File: src/sv/hrf_pkg.sv
// Shared types and constants for the heightmap region flatten unit.
// Used by the controller, the datapath and the top level; depends on nothing.
package hrf_pkg;

  localparam int unsigned SIDE_W  = 9;
  localparam int unsigned COORD_W = 8;
  localparam int unsigned LEVEL_W = 16;
  localparam int unsigned GRAD_W  = 17;
  localparam int unsigned REQ_W   = 2;

  localparam logic [SIDE_W-1:0] GRID_SIDE_RST = 9'd256;

  // Request codes.
  localparam logic [REQ_W-1:0] REQ_FLATTEN = 2'd0;
  localparam logic [REQ_W-1:0] REQ_CUTOUT  = 2'd1;
  localparam logic [REQ_W-1:0] REQ_READ    = 2'd2;

  // Height store read address: this tile, the tile to the right, the tile below.
  typedef enum logic [1:0] {
    ASEL_TILE,
    ASEL_RIGHT,
    ASEL_DOWN
  } hrf_asel_e;

  typedef struct packed {
    logic      capture;   // latch the request fields
    logic      bounds;    // compute the clipped rectangle bounds
    logic      start_h;   // start a sweep of the request rectangle
    logic      start_g;   // start a sweep of the widened gradient rectangle
    logic      step;      // advance to the next tile of the sweep
    logic      clr_step;  // advance the clearing counter
    logic      clear_we;  // write reset values at the clearing counter
    logic      h_we;      // write the level into the height store
    logic      p_we;      // clear the present flag
    logic      g_we;      // write the gradients of the current tile
    logic      h_re;      // read the height store
    logic      rd_all;    // read all four stores
    logic      cap_hk;    // capture the height of this tile
    logic      cap_hr;    // capture the height of the right neighbor
    hrf_asel_e asel;
    logic      load_out;  // load the result register
  } hrf_cmd_t;

  typedef struct packed {
    logic [REQ_W-1:0] req_type;
    logic             h_empty;
    logic             g_empty;
    logic             tile_last;
    logic             clr_last;
  } hrf_sts_t;

endpackage

File: src/sv/hrf_ctrl.sv
// Controller state machine of the heightmap region flatten unit.
// Depends on hrf_pkg for the command and status structs and the request codes.
module hrf_ctrl (
  input  logic              clk_i,
  input  logic              rst_ni,
  input  logic              in_valid_i,
  output logic              in_stall_o,
  output logic              out_valid_o,
  input  logic              out_stall_i,
  input  hrf_pkg::hrf_sts_t sts_i,
  output hrf_pkg::hrf_cmd_t cmd_o
);

  localparam logic [3:0] ST_CLEAR  = 4'd0;
  localparam logic [3:0] ST_IDLE   = 4'd1;
  localparam logic [3:0] ST_SETUP  = 4'd2;
  localparam logic [3:0] ST_PREP_H = 4'd3;
  localparam logic [3:0] ST_HGT    = 4'd4;
  localparam logic [3:0] ST_PREP_G = 4'd5;
  localparam logic [3:0] ST_G0     = 4'd6;
  localparam logic [3:0] ST_G1     = 4'd7;
  localparam logic [3:0] ST_G2     = 4'd8;
  localparam logic [3:0] ST_G3     = 4'd9;
  localparam logic [3:0] ST_CUT    = 4'd10;
  localparam logic [3:0] ST_RD     = 4'd11;
  localparam logic [3:0] ST_DONE   = 4'd12;

  logic [3:0] state_q, state_d;
  logic       out_valid_q, out_valid_d;
  logic       out_free;

  assign out_free = !out_valid_q || !out_stall_i;

  always_comb begin
    cmd_o       = '0;
    cmd_o.asel  = hrf_pkg::ASEL_TILE;
    state_d     = state_q;
    out_valid_d = out_valid_q && out_stall_i;
    unique case (state_q)
      ST_CLEAR: begin
        cmd_o.clear_we = 1'b1;
        cmd_o.clr_step = 1'b1;
        if (sts_i.clr_last) begin
          state_d = ST_IDLE;
        end
      end
      ST_IDLE: begin
        cmd_o.capture = in_valid_i;
        if (in_valid_i) begin
          state_d = ST_SETUP;
        end
      end
      ST_SETUP: begin
        cmd_o.bounds = 1'b1;
        if (sts_i.req_type == hrf_pkg::REQ_FLATTEN || sts_i.req_type == hrf_pkg::REQ_CUTOUT ||
            sts_i.req_type == hrf_pkg::REQ_READ) begin
          state_d = ST_PREP_H;
        end else begin
          state_d = ST_DONE;
        end
      end
      ST_PREP_H: begin
        cmd_o.start_h = 1'b1;
        case (sts_i.req_type)
          hrf_pkg::REQ_FLATTEN: state_d = sts_i.h_empty ? ST_PREP_G : ST_HGT;
          hrf_pkg::REQ_CUTOUT:  state_d = sts_i.h_empty ? ST_DONE : ST_CUT;
          hrf_pkg::REQ_READ:    state_d = ST_RD;
          default:              state_d = ST_DONE;
        endcase
      end
      ST_HGT: begin
        cmd_o.h_we = 1'b1;
        cmd_o.step = 1'b1;
        if (sts_i.tile_last) begin
          state_d = ST_PREP_G;
        end
      end
      ST_PREP_G: begin
        cmd_o.start_g = 1'b1;
        state_d = sts_i.g_empty ? ST_DONE : ST_G0;
      end
      ST_G0: begin
        cmd_o.h_re = 1'b1;
        cmd_o.asel = hrf_pkg::ASEL_TILE;
        state_d    = ST_G1;
      end
      ST_G1: begin
        cmd_o.h_re   = 1'b1;
        cmd_o.asel   = hrf_pkg::ASEL_RIGHT;
        cmd_o.cap_hk = 1'b1;
        state_d      = ST_G2;
      end
      ST_G2: begin
        cmd_o.h_re   = 1'b1;
        cmd_o.asel   = hrf_pkg::ASEL_DOWN;
        cmd_o.cap_hr = 1'b1;
        state_d      = ST_G3;
      end
      ST_G3: begin
        cmd_o.g_we = 1'b1;
        cmd_o.step = 1'b1;
        state_d    = sts_i.tile_last ? ST_DONE : ST_G0;
      end
      ST_CUT: begin
        cmd_o.p_we = 1'b1;
        cmd_o.step = 1'b1;
        if (sts_i.tile_last) begin
          state_d = ST_DONE;
        end
      end
      ST_RD: begin
        cmd_o.rd_all = 1'b1;
        cmd_o.asel   = hrf_pkg::ASEL_TILE;
        state_d      = ST_DONE;
      end
      ST_DONE: begin
        if (out_free) begin
          cmd_o.load_out = 1'b1;
          out_valid_d    = 1'b1;
          state_d        = ST_IDLE;
        end
      end
      default: begin
        state_d = ST_IDLE;
      end
    endcase
  end

  always_ff @(posedge clk_i or negedge rst_ni) begin
    if (!rst_ni) begin
      state_q     <= ST_CLEAR;
      out_valid_q <= 1'b0;
    end else begin
      state_q     <= state_d;
      out_valid_q <= out_valid_d;
    end
  end

  assign in_stall_o  = (state_q != ST_IDLE);
  assign out_valid_o = out_valid_q;

endmodule

File: config.mk
export PLATFORM = sky130hd
export DESIGN_NAME = hrf_ctrl
export DESIGN_NICKNAME = d
export VERILOG_FILES = /design/src/sv/hrf_pkg.sv /design/src/sv/hrf_ctrl.sv
export SDC_FILE = /design/constraint.sdc
export NUM_CORES = 1
export LEC_CHECK = 0
export ABC_CLOCK_PERIOD_IN_PS = 1650
export BUFFER_PORTS_ARGS = -buffer_cell sky130_fd_sc_hd__buf_2
export CORE_MARGIN = 4
export CORE_UTILIZATION = 40
export CTS_CLUSTER_SIZE = 14
export DETAILED_ROUTE_END_ITERATION = 7
export GPL_ROUTABILITY_DRIVEN = 0
export GPL_TIMING_DRIVEN = 0
export HOLD_SLACK_MARGIN = 0.06
export PLACE_DENSITY = 0.71
export SKIP_CTS_REPAIR_TIMING = 1
export SYNTH_ARGS = -nofsm -noshare
export SYNTH_HDL_FRONTEND = slang
export SYNTH_SLANG_ARGS = --single-unit
File: constraint.sdc
create_clock -name clk_i -period 1.65 [get_ports clk_i]
set_input_delay 0.33 -clock clk_i [delete_from_list [all_inputs] [get_ports clk_i]]
set_output_delay 0.33 -clock clk_i [all_outputs]
set_load 0.03 [all_outputs]
After elaboration in Yosys (flattened, before gate mapping)
Index checks and enable logic that the tools add are counted.
{"block": "op_classes", "muxes": 30, "n_eq_ne": 20, "n_reduce_logical": 11}
{"operator": "one-hot mux 4 bit (13 select lines)", "n": 1}
{"operator": "2-to-1 mux 4 bit", "n": 8}
{"operator": "== test 4 bit (second input constant)", "n": 5}
{"operator": "2-to-1 mux 1 bit", "n": 17}
{"operator": "== test 4 x 3 -> 1 bit (second input constant)", "n": 4}
{"operator": "one-hot mux 4 bit (3 select lines)", "n": 1}
{"operator": "inequality test 2 bit (second input constant)", "n": 5}
{"operator": "== test 4 x 2 -> 1 bit (second input constant)", "n": 2}
{"operator": "OR reduction 3 bit", "n": 2}
{"operator": "AND reduction 5 bit", "n": 1}
{"operator": "== test 4 x 1 -> 1 bit (second input constant)", "n": 1}
{"operator": "zero test 4 bit", "n": 1}
{"operator": "inequality test 4 x 1 -> 1 bit (second input constant)", "n": 1}
{"operator": "one-hot mux 2 bit (2 select lines)", "n": 1}
{"operator": "logical OR 1 bit", "n": 3}
{"operator": "2-to-1 mux 3 bit", "n": 1}
{"operator": "== test 2 x 1 -> 1 bit (second input constant)", "n": 1}
{"operator": "== test 2 bit (second input constant)", "n": 1}
{"operator": "zero test 1 bit", "n": 2}
{"operator": "zero test 2 bit", "n": 1}
{"operator": "2-to-1 mux 2 bit", "n": 1}
{"operator": "logical AND 1 bit", "n": 1}
{"block": "totals", "regBits": 5, "in_bits": 10, "wordCells": 63}

Depth between registers and ports, before layout
{"block": "depth", "depth_word": 5, "depth_mapped": 6, "depth_no_buf": 4}

Worst setup path after synthesis
No wires, ideal clock.
{"block": "synth_timing", "path_kind": "reg2out", "from": "register state_q[2]", "to": "output cmd_o[6] in the netlist's numbering", "t_required_ps": 1320, "n_path_buf": 2, "slack_ps": -507, "t_arrival_ps": 1827, "path_stages_with_launch": 6, "cell_sequence": "dfrtp_1 > buf_2 > nand2b_1 > clkbuf_2 > nor3_1 > a21o_1"}
{"item": "start, declared", "line": "hrf_ctrl.sv:28", "source": "logic [3:0] state_q, state_d;"}
{"item": "start signal, assigned", "line": "hrf_ctrl.sv:134", "source": "state_q <= state_d;"}
{"item": "end, declared", "line": "hrf_ctrl.sv:11", "source": "output hrf_pkg::hrf_cmd_t cmd_o"}

==> metrics.yaml <==
outcome: "complete, but fails checks"
violations: "negative setup slack"
clockRootBuffer: "clkbuf_4"
layout-drive-gt1-share: 0.5041
grt_max_degree: 11
synth_nets: 95
synth_top_cells_by_area: "dfrtp_1 21%, nor2_1 8.0%, nand2b_1 5.2%, o2111ai_1 4.3%, a21oi_1 4.1%"
yosysSeqAreaShare: 0.2062
post-route-period-util: 1.148
die_x_um: 46.95
synthCells: 85
htreeDepth: 1
stdcell_area_um2: 997.2
start_kind: "register"
grt_pass1_wl_mm: 2.925
clkLatencyLatePin_ps: 250
period_needed_ps: 1895
drt_iter0_drc: 55
nFillCells: 104
crit_fanout: 6
placed_area_um2: 810.8
synthArstFlopShare: 1.000
wl_mm: 2.073
ir_worst_vdd_mv: 1.108
ys_warn_count: 0
fmax_mhz: 527.8
wire_per_inst_um: 15.02
cp.arrival_ps: 1560
ys_ff_latch: 5
netlist.area_leader.share: 0.2062
io_buffers: 28
synth_area_um2: 606.8
synth_ff_type: "dfrtp_1"
power_density_nw_per_um2: 1967
yosys.cell_types.count: 35
dr_total_vias: 826
cp-end-kind: "primary output"
worst_slew_pin_slew_ps: 355.2
nets: 134
drc: 0
setup_viol: 14
synthToLayoutAreaGrowth_pct: 64.33
grt_usage: 0.1919
rsz0062_at_grt: "true"
drv_cap: 0
drtPass1Iterations: 4
dieArea_um2: 2204
yosys.area.top_type: "dfrtp_1"
vias_per_cell: 5.986
clock_path_buffers: 2
io_pins: 29
finalHoldViolations: 0
finalCoreUtilization: 0.7299
postRouteAntennaNets: 0
max_slew_margin: 0.7607
core-area_um2: 1366
seqCellArea_um2: 128.9
fin_ws_ps: -244.8
slew_viol_final: 0
rows: 13
critical_path_class: "register to primary output"
floorplan.initialDensity: 0.4441
syn-mean-instance-area_um2: 7.139
clkSinkCount: 5
p_leak_nw: 0.4589
cts_tree: "built"
multiInputGateArea_um2: 485.5
synth_edf_count: 0
critical_path_required_ps: 1320
antenna_cells: 0
antenna_found_initial: 0
clk_pin_slew_worst_paths_ps: 40
fin_skew_ps: 4.967
numCtsBuffers: 3
die_h_um: 46.95
hpwlAfterDp_mm: 1.397
hp-class: "input port to register"
grt_pass1_vias: 645
grt.overflow.total: 0
## sequential cells by signal (all words and copies together) (netlist names)
name	count
out_valid_o	1
state_q	4
## worst max-delay path, stage by stage, from the launching register on
cell and delay, ps:
dfrtp_2 400, inv_2 60, or4_4 570, a21oi_2 140
buf_6 140
## power by group
group	internal, W	switching (W)	total, W
logic	0.000680	0.000905	0.00158
registers	0.000170	0.0000607	0.000231
clock network	0.0000917	0.0000545	0.000146
total	0.000941	0.00102	0.00196
## metal layers
| metal | global-route usage | wire length, um | up-vias |
|---|---|---|---|
| met2 | 0.2547 | 928 | 49 |
| met1 | 0.2691 | 877 | 380 |
| li1 | - | - | 392 |
| met4 | 0.1160 | 40 | 0 |
| met5 | 0 | 0 | - |
| met3 | 0.05747 | 226 | 5 |
## cells in the final DEF, fill, tap and decap left out, types with 2 or more instances in the layout
| master | count |
|---|---|
| nor3b_1 | 2 |
| nor2_2 | 2 |
| a21o_1 | 2 |
| dfrtp_2 | 3 |
| or2_2 | 2 |
| nand2b_1 | 3 |
| nor3_4 | 2 |
| o21ai_0 | 4 |
| o21bai_1 | 2 |
| o2111ai_1 | 3 |
| buf_2 | 13 |
| buf_4 | 14 |
| nor2_1 | 10 |
| nor2b_1 | 2 |
| o22ai_1 | 3 |
| clkbuf_4 | 6 |
| nand2_1 | 5 |
| dfrtp_1 | 2 |
| buf_6 | 10 |
| a21oi_1 | 4 |
## worst paths after layout
path / startpoint / endpoint / slack, ps / cells after the start
max: state_q[3] / cmd_o[0] / -240 / 4
min: sts_i[1] / state_q[1] / 380 / 2
max reg2reg: state_q[1] / state_q[0] / 20 / 5
min reg2reg: out_valid_o / out_valid_o / 600 / 2
max in group asynchronous: rst_ni / state_q[0] / 1090 / 2
min in group asynchronous: rst_ni / out_valid_o / 420 / 2
## cell usage after synthesis, drive strengths merged (2+ instances only)
cell and count:
a21o 2, nor2 13, o21bai 2, nor3b 2
or2 2, o21ai 5, inv 2, buf 7
nand2b 5, nor3 4, nand2 6, dfrtp 5
o22ai 3, a21oi 5, nor2b 2, o2111ai 3
## final cells by class
| class | count | area share |
|---|---|---|
| Buffer | 8 | 0.07779 |
| Clock buffer | 4 | 0.02635 |
| Inverter | 2 | 0.007528 |
| Multi-Input combinational cell | 70 | 0.4868 |
| Sequential cell | 5 | 0.1292 |
| Tap cell | 15 | 0.01882 |
| Timing Repair Buffer | 34 | 0.2535 |
## cells by family (layout without fill, tap and decap cells)
family                 after synthesis  count (layout)  synth area share
AOI/OAI and AO/OA                   27              27            0.3216
buffers and inverters               10              48           0.08656
DFF                                  5               5            0.2062
muxes                                1               1           0.01650
and+or+nand+nor                     42              42            0.3691
## per-stage QoR
step / cells / setup WS [ps] / total power (W) / setup TNS [ps] / hold slack (ps)
floorplan: 85 / -104.3 / 0.001230 / -125.2 / 34.41
global placement: 128 / -18.36 / 0.001524 / -31.60 / 143.6
detailed placement: 128 / -24.30 / 0.001526 / -24.30 / 145.9
CTS: 132 / -301.9 / 0.001679 / -2890 / -124.7
global route: 138 / -309.9 / 0.002086 / -2193 / 374.2
finish: 138 / -244.8 / 0.001962 / -1280 / 376.3
Power figures use the tool's default switching activity.
